$ cat src/sv/sdcb_pkg.sv
// ----------------------------------------------------------------------------
// sdcb_pkg
// Shared types, constants and helper functions of the SATA DMA command builder.
// ----------------------------------------------------------------------------
package sdcb_pkg;

  // Largest number of scatter-gather entries in one command table.
  localparam int MAX_ENTRIES = 63;
  // Largest byte count of one scatter-gather entry.
  localparam int CHUNK_BYTES = 8192;

  localparam int SECTOR_W = 17;
  localparam int SECS_W   = 16;
  localparam int LBA_W    = 48;
  localparam int ADDR_W   = 32;
  localparam int SLOTS    = 32;
  localparam int SLOT_W   = 5;
  localparam int PORT_W   = 5;
  localparam int OP_W     = 8;
  localparam int BM1_W    = 13;
  localparam int CNT_W    = 6;
  localparam int KIND_W   = 2;

  // The byte total of a request is the product of sector count and sector size.
  localparam int TOTAL_W = SECS_W + SECTOR_W;
  // A chunk length holds any value up to CHUNK_BYTES itself.
  localparam int LEN_W   = $clog2(CHUNK_BYTES) + 1;

  localparam logic [TOTAL_W-1:0] MAX_TOTAL  = TOTAL_W'(MAX_ENTRIES * CHUNK_BYTES);
  localparam logic [TOTAL_W-1:0] CHUNK_TOT  = TOTAL_W'(CHUNK_BYTES);
  localparam logic [LEN_W-1:0]   CHUNK_LEN  = LEN_W'(CHUNK_BYTES);
  localparam logic [SECTOR_W-1:0] SECTOR_SIZE_RESET = SECTOR_W'(512);

  localparam logic [OP_W-1:0] OP_READ_DMA_EXT  = 8'h25;
  localparam logic [OP_W-1:0] OP_WRITE_DMA_EXT = 8'h35;

  typedef enum logic [KIND_W-1:0] {
    KIND_ENTRY  = 2'd0,
    KIND_HEADER = 2'd1,
    KIND_ERROR  = 2'd2
  } kind_t;

  typedef enum logic [2:0] {
    ST_IDLE,
    ST_MUL,
    ST_CHECK,
    ST_ENTRY,
    ST_HEADER,
    ST_ERROR
  } state_t;

  // Controls from the sequencer to the datapath.
  typedef struct packed {
    logic  load;
    logic  mul;
    logic  step;
    kind_t res_kind;
  } ctrl_t;

  // Status from the datapath to the sequencer.
  typedef struct packed {
    logic too_big;
    logic zero;
    logic last_chunk;
  } status_t;

  // Lowest clear bit of the busy mask, or slot 0 when every slot is taken.
  function automatic logic [SLOT_W-1:0] first_free_slot(input logic [SLOTS-1:0] busy);
    logic [SLOT_W-1:0] slot;
    slot = '0;
    for (int i = SLOTS - 1; i >= 0; i--) begin
      if (!busy[i]) begin
        slot = SLOT_W'(i);
      end
    end
    return slot;
  endfunction

endpackage

$ cat src/sv/sdcb_req_if.sv
// ----------------------------------------------------------------------------
// sdcb_req_if
// Request channel: one disk transfer request per transaction.
// ----------------------------------------------------------------------------
interface sdcb_req_if;
  logic                          valid;
  logic                          ready;
  logic                          command;
  logic [sdcb_pkg::PORT_W-1:0]   port;
  logic [sdcb_pkg::LBA_W-1:0]    start_lba;
  logic [sdcb_pkg::SECS_W-1:0]   sectors;
  logic [sdcb_pkg::ADDR_W-1:0]   buffer_address;
  logic [sdcb_pkg::SLOTS-1:0]    busy_slots;

  modport source (
    output valid, command, port, start_lba, sectors, buffer_address, busy_slots,
    input  ready
  );

  modport sink (
    input  valid, command, port, start_lba, sectors, buffer_address, busy_slots,
    output ready
  );
endinterface

$ cat src/sv/sdcb_res_if.sv
// ----------------------------------------------------------------------------
// sdcb_res_if
// Result channel: scatter-gather entries, command headers and error results.
// ----------------------------------------------------------------------------
interface sdcb_res_if;
  logic                          valid;
  logic                          ready;
  logic [sdcb_pkg::KIND_W-1:0]   kind;
  logic [sdcb_pkg::SLOT_W-1:0]   slot;
  logic [sdcb_pkg::OP_W-1:0]     ata_opcode;
  logic [sdcb_pkg::LBA_W-1:0]    out_lba;
  logic [sdcb_pkg::SECS_W-1:0]   out_sectors;
  logic [sdcb_pkg::PORT_W-1:0]   out_port;
  logic [sdcb_pkg::ADDR_W-1:0]   entry_address;
  logic [sdcb_pkg::BM1_W-1:0]    entry_bytes_minus_one;
  logic                          interrupt_on_done;
  logic [sdcb_pkg::CNT_W-1:0]    entry_count;
  logic                          last;

  modport source (
    output valid, kind, slot, ata_opcode, out_lba, out_sectors, out_port,
           entry_address, entry_bytes_minus_one, interrupt_on_done, entry_count, last,
    input  ready
  );

  modport sink (
    input  valid, kind, slot, ata_opcode, out_lba, out_sectors, out_port,
           entry_address, entry_bytes_minus_one, interrupt_on_done, entry_count, last,
    output ready
  );
endinterface

$ cat src/sv/sdcb_datapath.sv
// ----------------------------------------------------------------------------
// sdcb_datapath
// Request registers, byte-total multiplier and the shared chunk step unit
// that walks the remaining byte count and the buffer address.
// ----------------------------------------------------------------------------
module sdcb_datapath (
  input  logic                            clk,
  input  sdcb_pkg::ctrl_t                 ctrl,
  output sdcb_pkg::status_t               status,
  input  logic [sdcb_pkg::SECTOR_W-1:0]   sector_size,
  input  logic                            req_command,
  input  logic [sdcb_pkg::PORT_W-1:0]     req_port,
  input  logic [sdcb_pkg::LBA_W-1:0]      req_lba,
  input  logic [sdcb_pkg::SECS_W-1:0]     req_sectors,
  input  logic [sdcb_pkg::ADDR_W-1:0]     req_address,
  input  logic [sdcb_pkg::SLOTS-1:0]      req_busy,
  output logic [sdcb_pkg::KIND_W-1:0]     res_kind,
  output logic [sdcb_pkg::SLOT_W-1:0]     res_slot,
  output logic [sdcb_pkg::OP_W-1:0]       res_opcode,
  output logic [sdcb_pkg::LBA_W-1:0]      res_lba,
  output logic [sdcb_pkg::SECS_W-1:0]     res_sectors,
  output logic [sdcb_pkg::PORT_W-1:0]     res_port,
  output logic [sdcb_pkg::ADDR_W-1:0]     res_address,
  output logic [sdcb_pkg::BM1_W-1:0]      res_bytes_minus_one,
  output logic                            res_irq,
  output logic [sdcb_pkg::CNT_W-1:0]      res_count,
  output logic                            res_last
);

  logic                           cmd_r;
  logic [sdcb_pkg::PORT_W-1:0]    port_r;
  logic [sdcb_pkg::LBA_W-1:0]     lba_r;
  logic [sdcb_pkg::SECS_W-1:0]    secs_r;
  logic [sdcb_pkg::ADDR_W-1:0]    addr_r;
  logic [sdcb_pkg::ADDR_W-1:0]    addr_nxt;
  logic [sdcb_pkg::SLOT_W-1:0]    slot_r;
  logic [sdcb_pkg::TOTAL_W-1:0]   rem_r;
  logic [sdcb_pkg::TOTAL_W-1:0]   rem_nxt;
  logic [sdcb_pkg::CNT_W-1:0]     cnt_r;
  logic [sdcb_pkg::TOTAL_W-1:0]   product;
  logic [sdcb_pkg::LEN_W-1:0]     len;
  logic [sdcb_pkg::LEN_W-1:0]     len_m1;
  logic [sdcb_pkg::OP_W-1:0]      opcode;

  // Byte total; the context width of the result keeps the whole product.
  assign product = secs_r * sector_size;

  assign status.too_big    = rem_r > sdcb_pkg::MAX_TOTAL;
  assign status.zero       = rem_r == '0;
  assign status.last_chunk = rem_r <= sdcb_pkg::CHUNK_TOT;

  // One chunk step: the last chunk takes what is left, others take a full chunk.
  assign len      = status.last_chunk ? rem_r[sdcb_pkg::LEN_W-1:0] : sdcb_pkg::CHUNK_LEN;
  assign len_m1   = len - sdcb_pkg::LEN_W'(1);
  assign addr_nxt = addr_r + sdcb_pkg::ADDR_W'(len);
  assign rem_nxt  = rem_r - sdcb_pkg::TOTAL_W'(len);

  assign opcode = cmd_r ? sdcb_pkg::OP_WRITE_DMA_EXT : sdcb_pkg::OP_READ_DMA_EXT;

  always_ff @(posedge clk) begin
    if (ctrl.load) begin
      cmd_r  <= req_command;
      port_r <= req_port;
      lba_r  <= req_lba;
      secs_r <= req_sectors;
      addr_r <= req_address;
      slot_r <= sdcb_pkg::first_free_slot(req_busy);
      cnt_r  <= '0;
    end else if (ctrl.step) begin
      addr_r <= addr_nxt;
      cnt_r  <= cnt_r + sdcb_pkg::CNT_W'(1);
    end
    if (ctrl.mul) begin
      rem_r <= product;
    end else if (ctrl.step) begin
      rem_r <= rem_nxt;
    end
  end

  always_comb begin
    res_kind            = ctrl.res_kind;
    res_slot            = '0;
    res_opcode          = '0;
    res_lba             = '0;
    res_sectors         = '0;
    res_port            = '0;
    res_address         = '0;
    res_bytes_minus_one = '0;
    res_irq             = 1'b0;
    res_count           = '0;
    res_last            = 1'b0;
    case (ctrl.res_kind)
      sdcb_pkg::KIND_ENTRY: begin
        res_address         = addr_r;
        res_bytes_minus_one = len_m1[sdcb_pkg::BM1_W-1:0];
        res_irq             = 1'b1;
      end
      sdcb_pkg::KIND_HEADER: begin
        res_slot    = slot_r;
        res_opcode  = opcode;
        res_lba     = lba_r;
        res_sectors = secs_r;
        res_port    = port_r;
        res_count   = cnt_r;
        res_last    = 1'b1;
      end
      sdcb_pkg::KIND_ERROR: begin
        res_slot    = slot_r;
        res_opcode  = opcode;
        res_lba     = lba_r;
        res_sectors = secs_r;
        res_port    = port_r;
        res_last    = 1'b1;
      end
      default: begin
        res_last = 1'b0;
      end
    endcase
  end

endmodule

$ cat src/sv/sdcb_seq.sv
// ----------------------------------------------------------------------------
// sdcb_seq
// Sequencer: accepts a request, runs the multiply and range check, then
// steps the chunk unit once per entry taken and ends with a header or error.
// ----------------------------------------------------------------------------
module sdcb_seq (
  input  logic                clk,
  input  logic                rst_n,
  input  logic                in_valid,
  output logic                in_ready,
  output logic                out_valid,
  input  logic                out_ready,
  input  sdcb_pkg::status_t   status,
  output sdcb_pkg::ctrl_t     ctrl
);

  sdcb_pkg::state_t state_r;
  sdcb_pkg::state_t state_nxt;

  always_ff @(posedge clk) begin
    if (!rst_n) begin
      state_r <= sdcb_pkg::ST_IDLE;
    end else begin
      state_r <= state_nxt;
    end
  end

  always_comb begin
    state_nxt = state_r;
    case (state_r)
      sdcb_pkg::ST_IDLE: begin
        if (in_valid) state_nxt = sdcb_pkg::ST_MUL;
      end
      sdcb_pkg::ST_MUL: begin
        state_nxt = sdcb_pkg::ST_CHECK;
      end
      sdcb_pkg::ST_CHECK: begin
        if (status.too_big)   state_nxt = sdcb_pkg::ST_ERROR;
        else if (status.zero) state_nxt = sdcb_pkg::ST_HEADER;
        else                  state_nxt = sdcb_pkg::ST_ENTRY;
      end
      sdcb_pkg::ST_ENTRY: begin
        if (out_ready && status.last_chunk) state_nxt = sdcb_pkg::ST_HEADER;
      end
      sdcb_pkg::ST_HEADER, sdcb_pkg::ST_ERROR: begin
        if (out_ready) state_nxt = sdcb_pkg::ST_IDLE;
      end
      default: begin
        state_nxt = sdcb_pkg::ST_IDLE;
      end
    endcase
  end

  always_comb begin
    in_ready      = 1'b0;
    out_valid     = 1'b0;
    ctrl.load     = 1'b0;
    ctrl.mul      = 1'b0;
    ctrl.step     = 1'b0;
    ctrl.res_kind = sdcb_pkg::KIND_ENTRY;
    case (state_r)
      sdcb_pkg::ST_IDLE: begin
        in_ready  = 1'b1;
        ctrl.load = in_valid;
      end
      sdcb_pkg::ST_MUL: begin
        ctrl.mul = 1'b1;
      end
      sdcb_pkg::ST_ENTRY: begin
        out_valid     = 1'b1;
        ctrl.step     = out_ready;
        ctrl.res_kind = sdcb_pkg::KIND_ENTRY;
      end
      sdcb_pkg::ST_HEADER: begin
        out_valid     = 1'b1;
        ctrl.res_kind = sdcb_pkg::KIND_HEADER;
      end
      sdcb_pkg::ST_ERROR: begin
        out_valid     = 1'b1;
        ctrl.res_kind = sdcb_pkg::KIND_ERROR;
      end
      default: begin
        in_ready = 1'b0;
      end
    endcase
  end

endmodule

$ cat src/sv/sata_dma_command_builder_core.sv
// ----------------------------------------------------------------------------
// sata_dma_command_builder_core
// Builds the scatter-gather table and command header of one DMA transfer.
// ----------------------------------------------------------------------------
// A request transaction on in_ch carries direction, port, start LBA, sector
// count, buffer address and the busy-slot mask. The block answers on out_ch
// with one scatter-gather entry per chunk of up to 8192 bytes, in address
// order, followed by one command header with last set. A request that needs
// more than 63 entries yields a single error result instead.
// A request is taken in the idle state, then passes the byte-total multiply
// and the range check; after that each entry and then the header are offered
// on out_ch in turn. The one chunk step unit produces one entry per cycle
// while out_ch is ready. in_ch.ready stays low until the closing result is taken.
// When the receiver stalls, the current result stays on out_ch unchanged and
// the sequencer waits. Reset returns the sequencer to idle and the sector
// size to 512; cfg_wr_en loads the sector size and is meant for idle time.
// ----------------------------------------------------------------------------
module sata_dma_command_builder_core (
  input  logic                           clk,
  input  logic                           rst_n,
  input  logic                           cfg_wr_en,
  input  logic [sdcb_pkg::SECTOR_W-1:0]  cfg_wr_data,
  sdcb_req_if.sink                       in_ch,
  sdcb_res_if.source                     out_ch
);

  // Bytes per logical sector of the attached device.
  logic [sdcb_pkg::SECTOR_W-1:0] sector_size_r;

  sdcb_pkg::ctrl_t   ctrl;
  sdcb_pkg::status_t status;

  always_ff @(posedge clk) begin
    if (!rst_n) begin
      sector_size_r <= sdcb_pkg::SECTOR_SIZE_RESET;
    end else if (cfg_wr_en) begin
      sector_size_r <= cfg_wr_data;
    end
  end

  // The sequencer holds every result in place until out_ch takes it, so the
  // payload below comes straight from the datapath registers.
  sdcb_seq u_seq (
    .clk       (clk),
    .rst_n     (rst_n),
    .in_valid  (in_ch.valid),
    .in_ready  (in_ch.ready),
    .out_valid (out_ch.valid),
    .out_ready (out_ch.ready),
    .status    (status),
    .ctrl      (ctrl)
  );

  sdcb_datapath u_datapath (
    .clk                 (clk),
    .ctrl                (ctrl),
    .status              (status),
    .sector_size         (sector_size_r),
    .req_command         (in_ch.command),
    .req_port            (in_ch.port),
    .req_lba             (in_ch.start_lba),
    .req_sectors         (in_ch.sectors),
    .req_address         (in_ch.buffer_address),
    .req_busy            (in_ch.busy_slots),
    .res_kind            (out_ch.kind),
    .res_slot            (out_ch.slot),
    .res_opcode          (out_ch.ata_opcode),
    .res_lba             (out_ch.out_lba),
    .res_sectors         (out_ch.out_sectors),
    .res_port            (out_ch.out_port),
    .res_address         (out_ch.entry_address),
    .res_bytes_minus_one (out_ch.entry_bytes_minus_one),
    .res_irq             (out_ch.interrupt_on_done),
    .res_count           (out_ch.entry_count),
    .res_last            (out_ch.last)
  );

  // The block never offers a result while it is open for a new request.
  a_no_overlap: assert property (@(posedge clk) disable iff (!rst_n)
    !(in_ch.ready && out_ch.valid))
    else $error("request taken while a result is on offer");

  // Once a request is taken the block is busy in the following cycle.
  a_busy_after_accept: assert property (@(posedge clk) disable iff (!rst_n)
    (in_ch.valid && in_ch.ready) |=> !in_ch.ready)
    else $error("ready did not drop after a request transaction");

  // Delivering the final result of a request returns the block to idle.
  a_idle_after_last: assert property (@(posedge clk) disable iff (!rst_n)
    (out_ch.valid && out_ch.ready && out_ch.last) |=> in_ch.ready)
    else $error("block not idle after the final result");

  // Every result that is not an entry closes its request.
  a_last_on_header: assert property (@(posedge clk) disable iff (!rst_n)
    (out_ch.valid && out_ch.kind != sdcb_pkg::KIND_ENTRY) |-> out_ch.last)
    else $error("header or error result without last");

  // A stalled result stays valid with its kind and entry address held.
  a_stall_holds: assert property (@(posedge clk) disable iff (!rst_n)
    (out_ch.valid && !out_ch.ready) |=>
      (out_ch.valid && $stable(out_ch.entry_address) && $stable(out_ch.kind)))
    else $error("result changed while stalled");

endmodule

$ cat src/flat_wrapper.sv
// flat-port wrapper written by rule: the top's interface ports become plain ports
module sata_dma_command_builder_core_flat 
  (clk, rst_n, cfg_wr_en, cfg_wr_data, in_ch_valid, in_ch_command, in_ch_port, in_ch_start_lba, in_ch_sectors, in_ch_buffer_address, in_ch_busy_slots, in_ch_ready, out_ch_valid, out_ch_kind, out_ch_slot, out_ch_ata_opcode, out_ch_out_lba, out_ch_out_sectors, out_ch_out_port, out_ch_entry_address, out_ch_entry_bytes_minus_one, out_ch_interrupt_on_done, out_ch_entry_count, out_ch_last, out_ch_ready);
  sdcb_req_if in_ch_i ();
  sdcb_res_if out_ch_i ();
  input  logic clk;
  input  logic rst_n;
  input  logic cfg_wr_en;
  input  logic [sdcb_pkg::SECTOR_W-1:0] cfg_wr_data;
  input wire logic [$bits(in_ch_i.valid)-1:0] in_ch_valid;
  input wire logic [$bits(in_ch_i.command)-1:0] in_ch_command;
  input wire logic [$bits(in_ch_i.port)-1:0] in_ch_port;
  input wire logic [$bits(in_ch_i.start_lba)-1:0] in_ch_start_lba;
  input wire logic [$bits(in_ch_i.sectors)-1:0] in_ch_sectors;
  input wire logic [$bits(in_ch_i.buffer_address)-1:0] in_ch_buffer_address;
  input wire logic [$bits(in_ch_i.busy_slots)-1:0] in_ch_busy_slots;
  output wire logic [$bits(in_ch_i.ready)-1:0] in_ch_ready;
  output wire logic [$bits(out_ch_i.valid)-1:0] out_ch_valid;
  output wire logic [$bits(out_ch_i.kind)-1:0] out_ch_kind;
  output wire logic [$bits(out_ch_i.slot)-1:0] out_ch_slot;
  output wire logic [$bits(out_ch_i.ata_opcode)-1:0] out_ch_ata_opcode;
  output wire logic [$bits(out_ch_i.out_lba)-1:0] out_ch_out_lba;
  output wire logic [$bits(out_ch_i.out_sectors)-1:0] out_ch_out_sectors;
  output wire logic [$bits(out_ch_i.out_port)-1:0] out_ch_out_port;
  output wire logic [$bits(out_ch_i.entry_address)-1:0] out_ch_entry_address;
  output wire logic [$bits(out_ch_i.entry_bytes_minus_one)-1:0] out_ch_entry_bytes_minus_one;
  output wire logic [$bits(out_ch_i.interrupt_on_done)-1:0] out_ch_interrupt_on_done;
  output wire logic [$bits(out_ch_i.entry_count)-1:0] out_ch_entry_count;
  output wire logic [$bits(out_ch_i.last)-1:0] out_ch_last;
  input wire logic [$bits(out_ch_i.ready)-1:0] out_ch_ready;
  assign in_ch_i.valid = in_ch_valid;
  assign in_ch_i.command = in_ch_command;
  assign in_ch_i.port = in_ch_port;
  assign in_ch_i.start_lba = in_ch_start_lba;
  assign in_ch_i.sectors = in_ch_sectors;
  assign in_ch_i.buffer_address = in_ch_buffer_address;
  assign in_ch_i.busy_slots = in_ch_busy_slots;
  assign in_ch_ready = in_ch_i.ready;
  assign out_ch_valid = out_ch_i.valid;
  assign out_ch_kind = out_ch_i.kind;
  assign out_ch_slot = out_ch_i.slot;
  assign out_ch_ata_opcode = out_ch_i.ata_opcode;
  assign out_ch_out_lba = out_ch_i.out_lba;
  assign out_ch_out_sectors = out_ch_i.out_sectors;
  assign out_ch_out_port = out_ch_i.out_port;
  assign out_ch_entry_address = out_ch_i.entry_address;
  assign out_ch_entry_bytes_minus_one = out_ch_i.entry_bytes_minus_one;
  assign out_ch_interrupt_on_done = out_ch_i.interrupt_on_done;
  assign out_ch_entry_count = out_ch_i.entry_count;
  assign out_ch_last = out_ch_i.last;
  assign out_ch_i.ready = out_ch_ready;
  sata_dma_command_builder_core u_core (.clk(clk), .rst_n(rst_n), .cfg_wr_en(cfg_wr_en), .cfg_wr_data(cfg_wr_data), .in_ch(in_ch_i), .out_ch(out_ch_i));
endmodule
$ cat config.mk
export PLATFORM = sky130hd
export DESIGN_NAME = sata_dma_command_builder_core_flat
export DESIGN_NICKNAME = d
export VERILOG_FILES = /design/src/sv/sdcb_pkg.sv /design/src/sv/sdcb_req_if.sv /design/src/sv/sdcb_res_if.sv /design/src/sv/sdcb_datapath.sv /design/src/sv/sdcb_seq.sv /design/src/sv/sata_dma_command_builder_core.sv /design/src/flat_wrapper.sv
export SDC_FILE = /design/constraint.sdc
export NUM_CORES = 1
export LEC_CHECK = 0
export BUFFER_PORTS_ARGS = -buffer_cell sky130_fd_sc_hd__buf_2
export CORE_UTILIZATION = 53
export CTS_BUF_LIST = sky130_fd_sc_hd__clkbuf_16
export CTS_CLUSTER_DIAMETER = 80
export DETAILED_ROUTE_END_ITERATION = 8
export MAX_ROUTING_LAYER = met4
export PLACE_DENSITY_LB_ADDON = 0.25
export SETUP_SLACK_MARGIN = 0.05
export SLEW_MARGIN = 30
export SYNTH_ARGS = -nofsm -noshare
export SYNTH_HDL_FRONTEND = slang
export SYNTH_HIERARCHICAL = 1
export SYNTH_SLANG_ARGS = --single-unit
$ cat constraint.sdc
create_clock -name clk -period 6.3 [get_ports clk]
set_input_delay 1.26 -clock clk [delete_from_list [all_inputs] [get_ports clk]]
set_output_delay 1.26 -clock clk [all_outputs]
set_load 0.005 [all_outputs]
==> results of run 1 <==
==> layer usage <==
| metal | vias to the layer above | track usage, % | share of wire [%] |
|---|---|---|---|
| met2 | 481 | 45.9 | 52 |
| li1 | 6846 | - | - |
| met1 | 7210 | 32.5 | 40 |
| met3 | 92 | 3.76 | 4.9 |
| met4 | 0 | 8.32 | 3.0 |
| met5 | - | - | 0 |
==> path summary, 6_finish.rpt <==
path,slack (ns),from,cells past startpoint,end
max,0.22,u_core/u_datapath/secs_r[3],20,u_core/u_datapath/rem_r[25]
min,0.50,u_core/u_datapath/cnt_r[5],2,u_core/u_datapath/cnt_r[5]
max reg2reg,0.22,u_core/u_datapath/secs_r[3],20,u_core/u_datapath/rem_r[25]
min reg2reg,0.50,u_core/u_datapath/cnt_r[5],2,u_core/u_datapath/cnt_r[5]
==> synth_stat cells, types with 30 or more instances <==
cell type	number	area share, %
ha_1	124	8.5
a21oi_1	47	1.3
clkbuf_1	71	1.5
nand2_1	257	5.3
xor2_1	41	2.0
xnor2_1	37	1.8
inv_1	273	5.6
edfxtp_1	140	23
nor2b_1	30	1.0
fa_1	209	23
o21ai_0	69	1.9
and2_1	257	8.8
nor2_1	50	1.0
==> registers in the layout, indices dropped and copies added (netlist names), 5 cells and up <==
name,cells
u_core/sector_size_r,17
u_core/u_datapath/addr_r,32
u_core/u_datapath/cnt_r,6
u_core/u_datapath/lba_r,48
u_core/u_datapath/port_r,5
u_core/u_datapath/rem_r,33
u_core/u_datapath/secs_r,16
u_core/u_datapath/slot_r,5
==> cells by family (layout without fill, tap and decap cells) <==
kind of cell    count (synthesis)  count (layout)  synth area share [%]
simple gates                  724             724                  21.1
buf+inv                       366             688                  7.93
fa+ha+maj                     333             333                  31.4
compound gates                228             228                  8.24
flops                         166             166                  25.9
xor+xnor                       78              78                  3.74
mux                            29              29                  1.61
other cells                     2               8                0.0412
==> power by group through the flow <==
stage,logic [mW],clock network [mW],registers (mW)
after floorplan,2.18,0,1.43
after global placement,2.93,0,1.49
after detailed placement,2.99,0,1.50
after CTS,3.06,1.03,1.47
after global routing,3.89,1.07,1.48
final,3.45,1.01,1.46
==> timing repair <==
item                       CTS  global route
resized for setup            9            84
setup endpoints to repair   12            14
gates cloned                 0             1
hold buffers                 0             0
pin swaps                    1            51
buffers inserted            15            20
==> worst min-delay path: stages (launching register included) <==
cell and delay (ns):
dfxtp_1 0.32, o21ai_0 0.07, a21oi_1 0.06
==> cell type report <==
class,instances,area (sq um)
diodes,3,7.51
clock buffers,17,425
clock inverters,15,111
fillers,2784,12200
inverters,274,1030
multi-input cells,1397,12400
flip-flops and latches,166,4740
well taps,448,561
repair buffers,382,2230
==> stage by stage <==
step | TNS [ns] | area (sq um) | util [%] | power (mW) | std cells
3_5_place_dp | -0.477 | 20300 | 60.3 | 4.49 | 2631
4_1_cts | 0 | 21000 | 62.3 | 5.55 | 2678
2_1_floorplan | 0 | 18300 | - | 3.61 | 1929
3_3_place_gp | 0 | 20300 | 60.3 | 4.42 | 2631
6_report | 0 | 21500 | 63.8 | 5.92 | 2702
5_1_grt | 0 | 21500 | 63.8 | 6.44 | 2702
==> summary.txt, run 1 <==
Power
  – Pint: 3.38 mW
  – Psw: roughly 2.5 mW
  – PwrDens: 275 nW/um^2
  – LEAKAGE: a little over 10 nW
  – Worst VDD drop: ~0.42 mV
  – Net Sw Frac: around 43%
  – Power share of the combinational group: slightly below 60%
  – Clock share of power: between 10% and 20%
  – Sequential power share: between 20 and 25%

Critical path
  – CP Class: reg2reg
  – Cell Chain, Critical Path: nand2_1 -> fa_1 -> fa_1 -> fa_2 -> inv_1 -> fa_1 -> fa_1 -> inv_1 -> fa_1 -> inv_1 -> ha_4 -> a21oi_2 -> o21ai_2 -> a311o_1 -> buf_4 -> a21oi_2 -> nor2_2 -> a41oi_2 -> a21oi_1 -> a311oi_1
  – CP required: ~6.6 ns
  – CP Launch Type: register
  – CP dominant cell by count: fa_1
  – Max incr delay on CP: between 0.6 and 0.7 ns
  – CP max FO: 11
  – Worst path top cell family by delay: adder cells
  – CP Data Arrival Time: roughly 6.4 ns
  – Slowest-stage cell, CP: edfxtp_1
  – Worst Path Buf+Inv: 4
  – Worst setup EP type: register

Drt
  – Total Wirelength: ~46 mm
  – DR iter-0 viols: between 800 and 900
  – DRC: 0
  – WL/cell: ~17 microns
  – DR vias/cell: 5.41
  – Routed Antenna Nets: 0
  – Drt first pass iters: 5
  – Vias: 14600

Final layout
  – # nets final: approximately 2700
  – Most common cell after layout, fill and taps aside: buf_2
  – Ratio of cells with drive above 1 in the final layout: between 20% and 30%
  – Synthesis-to-layout area growth: 17.8%
  – Commonest cells after routing, fill and taps aside: 291 x buf_2, 266 x inv_1, 253 x nand2_1

GRT
  – Wire length of the first global-routing pass: between 70 and 80 mm
  – Initial antenna violation count: 3
  – Largest net degree at the start of global routing: between 70 and 80
  – Overall Global Routing Usage: 26.7%
  – Global route overflow: 0
  – Number of global-route vias before repair: ~15000

Clock tree
  – CTS Buffer Depth: 2
  – Clock root buffer: clkbuf_16
  – Reg clk slew, reported paths: ~0.070 ns
  – CTS tree: yes
  – Latest clock arrival within the worst-skew pair: approximately 0.45 ns
  – H-tree levels: 4
  – CTS Sinks: between 150 and 200
  – TritonCTS Buffers: 17

Timing
  – Slew @ Worst Pin: 0.872 ns
  – Hold Slack: 0.496 ns
  – Hold Violations, Final: 0
  – Final setup fails: 0
  – Post-route worst setup slack: ~0.22 ns
  – F_max: approximately 160 MHz
  – Clk_skew: 0.0107 ns
  – Rel. slew slack: approximately two fifths
  – RSZ-0062 raised after global routing: false
  – Final slew viol count: 0
  – Final Cycle Share: a little over nine tenths
  – Final min period: around 6.1 ns

Floorplan
  – CORE AREA: approximately 34000 sq um
  – Initial Util: between 50% and 60%
  – Core Rows: 67
  – I/O pin total: 295
  – Die height: roughly 190 microns
  – Die Span X: ~190 microns
  – Die area: 35200 sq um

Synth
  – Post-Syn Area: ~18000 sq um
  – Seq cells post-synth: between 150 and 200
  – Synth unique cells: 84
  – YS warnings: 6
  – Post-synth EDFFs: 140
  – Avg Inst Size Synth: 9.47 sq um
  – Ys flop type: edfxtp_1
  – Ys async rst share: 0%
  – Sequential area share after synthesis: between 20% and 30%
  – Synth Instances: 1926

Placed design
  – Dpl hpwl: roughly 34 mm
  – Gpl congestion: around 0.9
  – Dpl ws: -0.139 ns
  – I/O Buffers: 290

Run status
  – Status: complete, no violations

Min path
  – Worst Hold Class: reg2reg

Job
  – Max Cap Viol: 0
No activity file was read; power rests on OpenSTA's default activity.
==> run 2: changes to the inputs <==
--- a/config.mk
+++ b/config.mk
@@ -5,11 +5,13 @@
 export SDC_FILE = /design/constraint.sdc
 export NUM_CORES = 1
 export LEC_CHECK = 0
+export ABC_AREA = 1
 export BUFFER_PORTS_ARGS = -buffer_cell sky130_fd_sc_hd__buf_2
-export CORE_UTILIZATION = 53
+export CORE_UTILIZATION = 54
 export CTS_BUF_LIST = sky130_fd_sc_hd__clkbuf_16
 export CTS_CLUSTER_DIAMETER = 80
 export DETAILED_ROUTE_END_ITERATION = 8
+export GPL_TIMING_DRIVEN = 0
 export MAX_ROUTING_LAYER = met4
 export PLACE_DENSITY_LB_ADDON = 0.25
 export SETUP_SLACK_MARGIN = 0.05
==> summary.txt, run 2 <==
GRT
  – Global route overflow: 0
  – Wire length of the first global-routing pass: 81.4 mm
  – Largest net degree at the start of global routing: 34
  – Overall Global Routing Usage: 30.4%
  – Initial antenna violation count: 1
  – Number of global-route vias before repair: between 15000 and 20000

Timing
  – Final slew viol count: 0
  – Final min period: between 6 and 7 ns
  – Final Cycle Share: roughly 97%
  – RSZ-0062 raised after global routing: true
  – Slew @ Worst Pin: approximately 0.95 ns
  – Hold Violations, Final: 0
  – Rel. slew slack: 37.0%
  – Hold Slack: roughly 0.48 ns
  – Post-route worst setup slack: 0.202 ns
  – Clk_skew: around 0.023 ns
  – Final setup fails: 0
  – F_max: 164 MHz

Power
  – Worst VDD drop: 0.909 mV
  – Pint: roughly 6.2 mW
  – Psw: roughly 6.8 mW
  – Sequential power share: between 10% and 20%
  – PwrDens: roughly 590 nW/um^2
  – LEAKAGE: roughly 13 nW
  – Net Sw Frac: a little over half
  – Power share of the combinational group: between 70% and 80%
  – Clock share of power: under 10%

Floorplan
  – Die area: 35400 sq um
  – Core Rows: 67
  – Die height: ~190 microns
  – Initial Util: between 50 and 60%
  – CORE AREA: ~34000 sq um
  – I/O pin total: 295
  – Die Span X: 188 microns

Drt
  – Vias: roughly 16000
  – WL/cell: roughly 15 microns
  – DRC: 0
  – Drt first pass iters: 6
  – DR vias/cell: approximately 5.1
  – Routed Antenna Nets: 0
  – DR iter-0 viols: approximately 1200
  – Total Wirelength: 49.7 mm

Synth
  – Sequential area share after synthesis: 25.3%
  – YS warnings: 6
  – Ys flop type: edfxtp_1
  – Area contributors post-synth: edfxtp_1 22%, fa_1 22%, nand2_1 14%, inv_1 12%, ha_1 8.3%
  – Seq cells post-synth: approximately 170
  – Leading area contributor after synthesis: edfxtp_1
  – Avg Inst Size Synth: approximately 7.7 sq um
  – Most common cell in the netlist: nand2_1
  – Synth unique cells: 56
  – Post-synth EDFFs: 140
  – Commonest cells post-synth: 673 x nand2_1, 606 x inv_1, 209 x fa_1, 149 x nor2_1, 140 x edfxtp_1
  – Synth top area share: 22.5%
  – Synth Instances: about 2400
  – Ys async rst share: 0%
  – Post-Syn Area: roughly 19000 sq um

Critical path
  – CP Launch Type: register
  – Max incr delay on CP: 0.54 ns
  – CP max FO: 7
  – Worst setup EP type: register
  – CP Class: reg2reg
  – CP required: 6.51 ns
  – CP Data Arrival Time: 6.31 ns
  – Slowest-stage cell, CP: fa_1

Clock tree
  – Reg clk slew, reported paths: around 0.07 ns
  – CTS Sinks: about 170
  – Latest clock arrival within the worst-skew pair: between 0.4 and 0.5 ns
  – Cts hold-fix bufs: 0
  – Clock root buffer: clkbuf_16
  – CTS Buffer Depth: 2
  – H-tree levels: 4
  – TritonCTS Buffers: 17
  – CTS tree: yes

Placed design
  – Gpl congestion: ~0.94
  – Cell count after placement: about 3200
  – I/O Buffers: 289
  – Dpl hpwl: 39.0 mm
  – Dpl ws: -0.870 ns

Final layout
  – Top flop regs: u_core/u_datapath/lba_r (48), u_core/u_datapath/rem_r (33), u_core/u_datapath/addr_r (32)
  – Most common cell after layout, fill and taps aside: nand2_1
  – Ratio of cells with drive above 1 in the final layout: approximately a fifth
  – Commonest cells after routing, fill and taps aside: 670 x nand2_1, 606 x inv_1, 296 x buf_2
  – # nets final: 3239
  – Diodes inserted: 0
  – Max FFs per register: 48
  – Largest Register: u_core/u_datapath/lba_r
  – Synthesis-to-layout area growth: 18.1%
  – Final Core Density: around 65%
  – Post-route insts no fill: between 3000 and 4000

Min path
  – Worst Hold Class: reg2reg

Job
  – Max Cap Viol: 0

Run status
  – Status: complete, no violations
run 2: changes by cell type after synthesis, moves of 17 or more:
| cell | change |
|---|---|
| clkbuf_1 | +19 |
| nor2_1 | +99 |
| and2_1 | -257 |
| nand3_1 | +22 |
| nand2_1 | +416 |
| a21oi_1 | +35 |
| inv_1 | +333 |
| nor2b_1 | -30 |
| xnor2_1 | -20 |
| xor2_1 | -17 |
| mux2i_1 | -26 |
run 2: power groups by stage:
stage	sequential [mW]	clock (mW)	combinational, mW
after floorplan	1.98	0	6.37
after global placement	2.05	0	8.41
after detailed placement	2.03	0	8.64
after CTS	2.04	1.05	8.92
after global routing	2.08	1.08	11.2
final	2.04	1.02	9.90
run 2: path summary, 6_finish.rpt:
check,start,to,slack (ns),cells after the start
max,u_core/u_datapath/secs_r[6],u_core/u_datapath/rem_r[30],0.20,25
min reg2reg,u_core/sector_size_r[12],u_core/sector_size_r[12],0.48,2
min,u_core/sector_size_r[12],u_core/sector_size_r[12],0.48,2
max reg2reg,u_core/u_datapath/secs_r[6],u_core/u_datapath/rem_r[30],0.20,25
run 2: kinds of logic (layout without fill, tap and decap cells):
| logic type | Yosys count | after routing | synth area share [%] |
|---|---|---|---|
| simple gates | 936 | 936 | 20.5 |
| flops | 166 | 166 | 25.3 |
| buf+inv | 726 | 1072 | 15.1 |
| xor+xnor | 41 | 41 | 1.92 |
| compound gates | 210 | 210 | 6.44 |
| other cells | 2 | 5 | 0.0402 |
| fa+ha+maj | 333 | 333 | 30.7 |
run 2: area by class of cell:
cell class | instances | area, sq um
Sequential cell | 166 | 4730
Multi-Input combinational cell | 1525 | 11400
Buffer | 95 | 719
Clock inverter | 15 | 124
Timing Repair Buffer | 329 | 1810
Fill cell | 2947 | 11700
Inverter | 616 | 2310
Clock buffer | 17 | 425
Tap cell | 448 | 561
run 2: layer usage:
layer / wire length, microns / vias up / GRT usage [%]
met3: 4000 / 125 / 5.71
met1: 20000 / 7753 / 37.0
li1: - / 7861 / -
met5: 0 / - / -
met4: 1950 / 0 / 13.4
met2: 23800 / 681 / 49.1
run 2: critical path: cells and delay by family, from the launching register on:
family	cells	cell delay (ns)
compound gates	8	1.25
fa+ha+maj	7	3.35
buf+inv	7	0.54
flops	1	0.52
simple gates	3	0.20
run 2: metrics by stage:
stage / instance area (sq um) / TNS (ns) / total power, mW
after detailed placement: 20800 / -9.18 / 10.7
after global placement: 20700 / -104.62 / 10.5
final: 22100 / 0 / 13.0
after CTS: 21700 / 0 / 12.0
after floorplan: 18700 / 0 / 8.35
after global routing: 22100 / -0.0388 / 14.4
run 2: repair_timing:
item / CTS / global route
resized for setup: 88 / 110
endpoints found under the setup margin: 18 / 13
pin swaps: 2 / 22
buffers inserted: 19 / 14
==> run 3: changes to the inputs <==
--- a/config.mk
+++ b/config.mk
@@ -14,6 +14,7 @@
 export GPL_TIMING_DRIVEN = 0
 export MAX_ROUTING_LAYER = met4
 export PLACE_DENSITY_LB_ADDON = 0.25
+export RECOVER_POWER = 100
 export SETUP_SLACK_MARGIN = 0.05
 export SLEW_MARGIN = 30
 export SYNTH_ARGS = -nofsm -noshare
==> summary.txt, run 3 (same netlist as run 2, synthesis figures left out) <==
Run status
  – Status: complete, but fails checks
  – Violations in the final reports: capacitance limit, slew limit

Timing
  – Final slew viol count: 27
  – RSZ-0062 raised after global routing: true
  – Slew @ Worst Pin: around 1.6 ns
  – Final setup fails: 0
  – Final Cycle Share: 96.4%
  – Hold Slack: 0.476 ns
  – F_max: about 160 MHz
  – Rel. slew slack: -7.17%
  – Hold Violations, Final: 0
  – Final min period: a little over 6 ns
  – Clk_skew: about 0.023 ns

GRT
  – Overall Global Routing Usage: between 30% and 40%
  – Wire length of the first global-routing pass: 81.4 mm
  – Global route overflow: 0
  – Largest net degree at the start of global routing: 34
  – Initial antenna violation count: 1
  – Number of global-route vias before repair: 16800

Floorplan
  – Die area: about 35000 sq um
  – CORE AREA: between 30000 and 40000 sq um
  – Die Span X: around 190 microns
  – I/O pin total: between 200 and 300
  – Core Rows: 67
  – Initial Util: between 50 and 60%
  – Die height: approximately 190 microns

Clock tree
  – H-tree levels: 4
  – Cts hold-fix bufs: 0
  – Clock root buffer: clkbuf_16
  – Latest clock arrival within the worst-skew pair: 0.46 ns
  – CTS tree: yes
  – Reg clk slew, reported paths: 0.07 ns
  – CTS Buffer Depth: 2
  – TritonCTS Buffers: 17
  – CTS Sinks: around 170

Critical path
  – CP max FO: 7
  – R2R depth: 25
  – Critical R2R Capture: u_core/u_datapath/rem_r[30]
  – CP Data Arrival Time: 6.29 ns
  – Reg2reg setup slack: between 0.2 and 0.25 ns
  – CP Launch Type: register
  – Worst Setup SP: u_core/u_datapath/secs_r[6]
  – CP Class: reg2reg
  – Worst setup EP type: register
  – R2r startpoint: u_core/u_datapath/secs_r[6]
  – Worst Setup EP: u_core/u_datapath/rem_r[30]
  – CP required: roughly 6.5 ns

Placed design
  – Dpl hpwl: roughly 39 mm
  – I/O Buffers: 289
  – Dpl cell area: approximately 21000 sq um
  – Gpl congestion: 0.938

Power
  – LEAKAGE: about 12 nW
  – Tot Pwr: roughly 13 mW
  – PwrDens: a little under 600 nW/um^2
  – Worst VDD drop: approximately 0.9 mV

Final layout
  – Commonest cells after routing, fill and taps aside: 674 x nand2_1, 607 x inv_1, 225 x buf_2
  – Max FFs per register: 48
  – Top flop regs: u_core/u_datapath/lba_r (48), u_core/u_datapath/rem_r (33), u_core/u_datapath/addr_r (32)
  – Final Core Density: approximately 65%
  – Synthesis-to-layout area growth: 16.7%
  – Most common cell after layout, fill and taps aside: nand2_1
  – Design area: between 20000 and 25000 sq um
  – Diodes inserted: 0
  – Largest Register: u_core/u_datapath/lba_r
  – Ratio of cells with drive above 1 in the final layout: about 15%
  – Fillers: approximately 3000
  – # nets final: 3239

Drt
  – Top sig layer: met4
  – Routed met2 length: 23.7 mm
  – DR vias/cell: about 5.1
  – DRC: 0
  – Met3 WL post-DR: approximately 3.9 mm
  – Routed met1 length: between 20 and 25 mm
  – Total Wirelength: ~50 mm
  – DR iter-0 viols: approximately 1200
  – WL/cell: about 16 microns
  – Routed Antenna Nets: 0
  – Drt first pass iters: 6
  – Vias: roughly 16000

Job
  – Max Cap Viol: 2

Min path
  – Worst Hold Class: reg2reg
==> run 3: layer usage <==
metal  vias to the layer above  GRT usage (%)
met5                         -              -
met4                         0           13.4
met3                       136           5.71
met2                       668           49.1
met1                      7731           37.0
li1                       7859              -
==> run 3: area by class of cell <==
type / count / area (sq um) / share of cell area, %
sequential: 166 / 4730 / 21.7
buffer: 95 / 694 / 3.18
clock buffer: 17 / 425 / 1.95
multi-input combinational: 1525 / 11300 / 51.9
timing repair buffer: 329 / 1650 / 7.56
inverter: 616 / 2310 / 10.6
clock inverter: 15 / 124 / 0.568
tap: 448 / 561 / 2.57
==> run 3: what timing repair did <==
action	in CTS	in global routing
setup endpoints to repair	18	13
hold endpoints to repair	0	0
pin swaps	2	22
buffers inserted	19	14
gates resized for setup	88	110
==> run 3: worst max-delay path: stages, from the launching register on <==
cell	delay, ns
edfxtp_1	0.51
buf_6	0.19
nand2_1	0.06
inv_1	0.05
fa_1	0.54
inv_1	0.06
fa_1	0.48
fa_1	0.50
inv_1	0.06
fa_1	0.50
fa_1	0.54
inv_1	0.05
fa_1	0.54
inv_1	0.06
ha_4	0.24
a21oi_2	0.13
inv_1	0.06
a31oi_1	0.20
a21boi_4	0.26
o21ai_2	0.11
a21oi_2	0.20
o21ai_2	0.12
nand3_2	0.09
nand2_1	0.06
o21ai_1	0.15
o21ai_1	0.07
==> run 3: worst min path at each step <==
stage	cells after the start	startpoint	slack, ns	endpoint
after floorplan	2	u_core/sector_size_r[9]	0.43	u_core/sector_size_r[9]
after global placement	2	u_core/sector_size_r[9]	0.44	u_core/sector_size_r[9]
after detailed placement	2	u_core/sector_size_r[8]	0.46	u_core/sector_size_r[8]
after CTS	2	u_core/sector_size_r[8]	0.47	u_core/sector_size_r[8]
after global routing	2	u_core/sector_size_r[4]	0.50	u_core/sector_size_r[4]
final	2	u_core/sector_size_r[11]	0.48	u_core/sector_size_r[11]
==> run 3: stage by stage <==
step	cells	worst slack [ns]	TNS, ns
after floorplan	2417	0.205	0
after global placement	3154	-1.76	-104.62
after detailed placement	3161	-0.870	-9.18
after CTS	3197	0.0375	0
after global routing	3211	-0.0388	-0.0740
final	3211	0.226	0
==> run 3: report_power, final <==
part           switching, mW  total [mW]  internal, mW
clock                  0.507        1.02         0.513
combinational           5.98        9.77          3.78
sequential             0.270        2.05          1.78
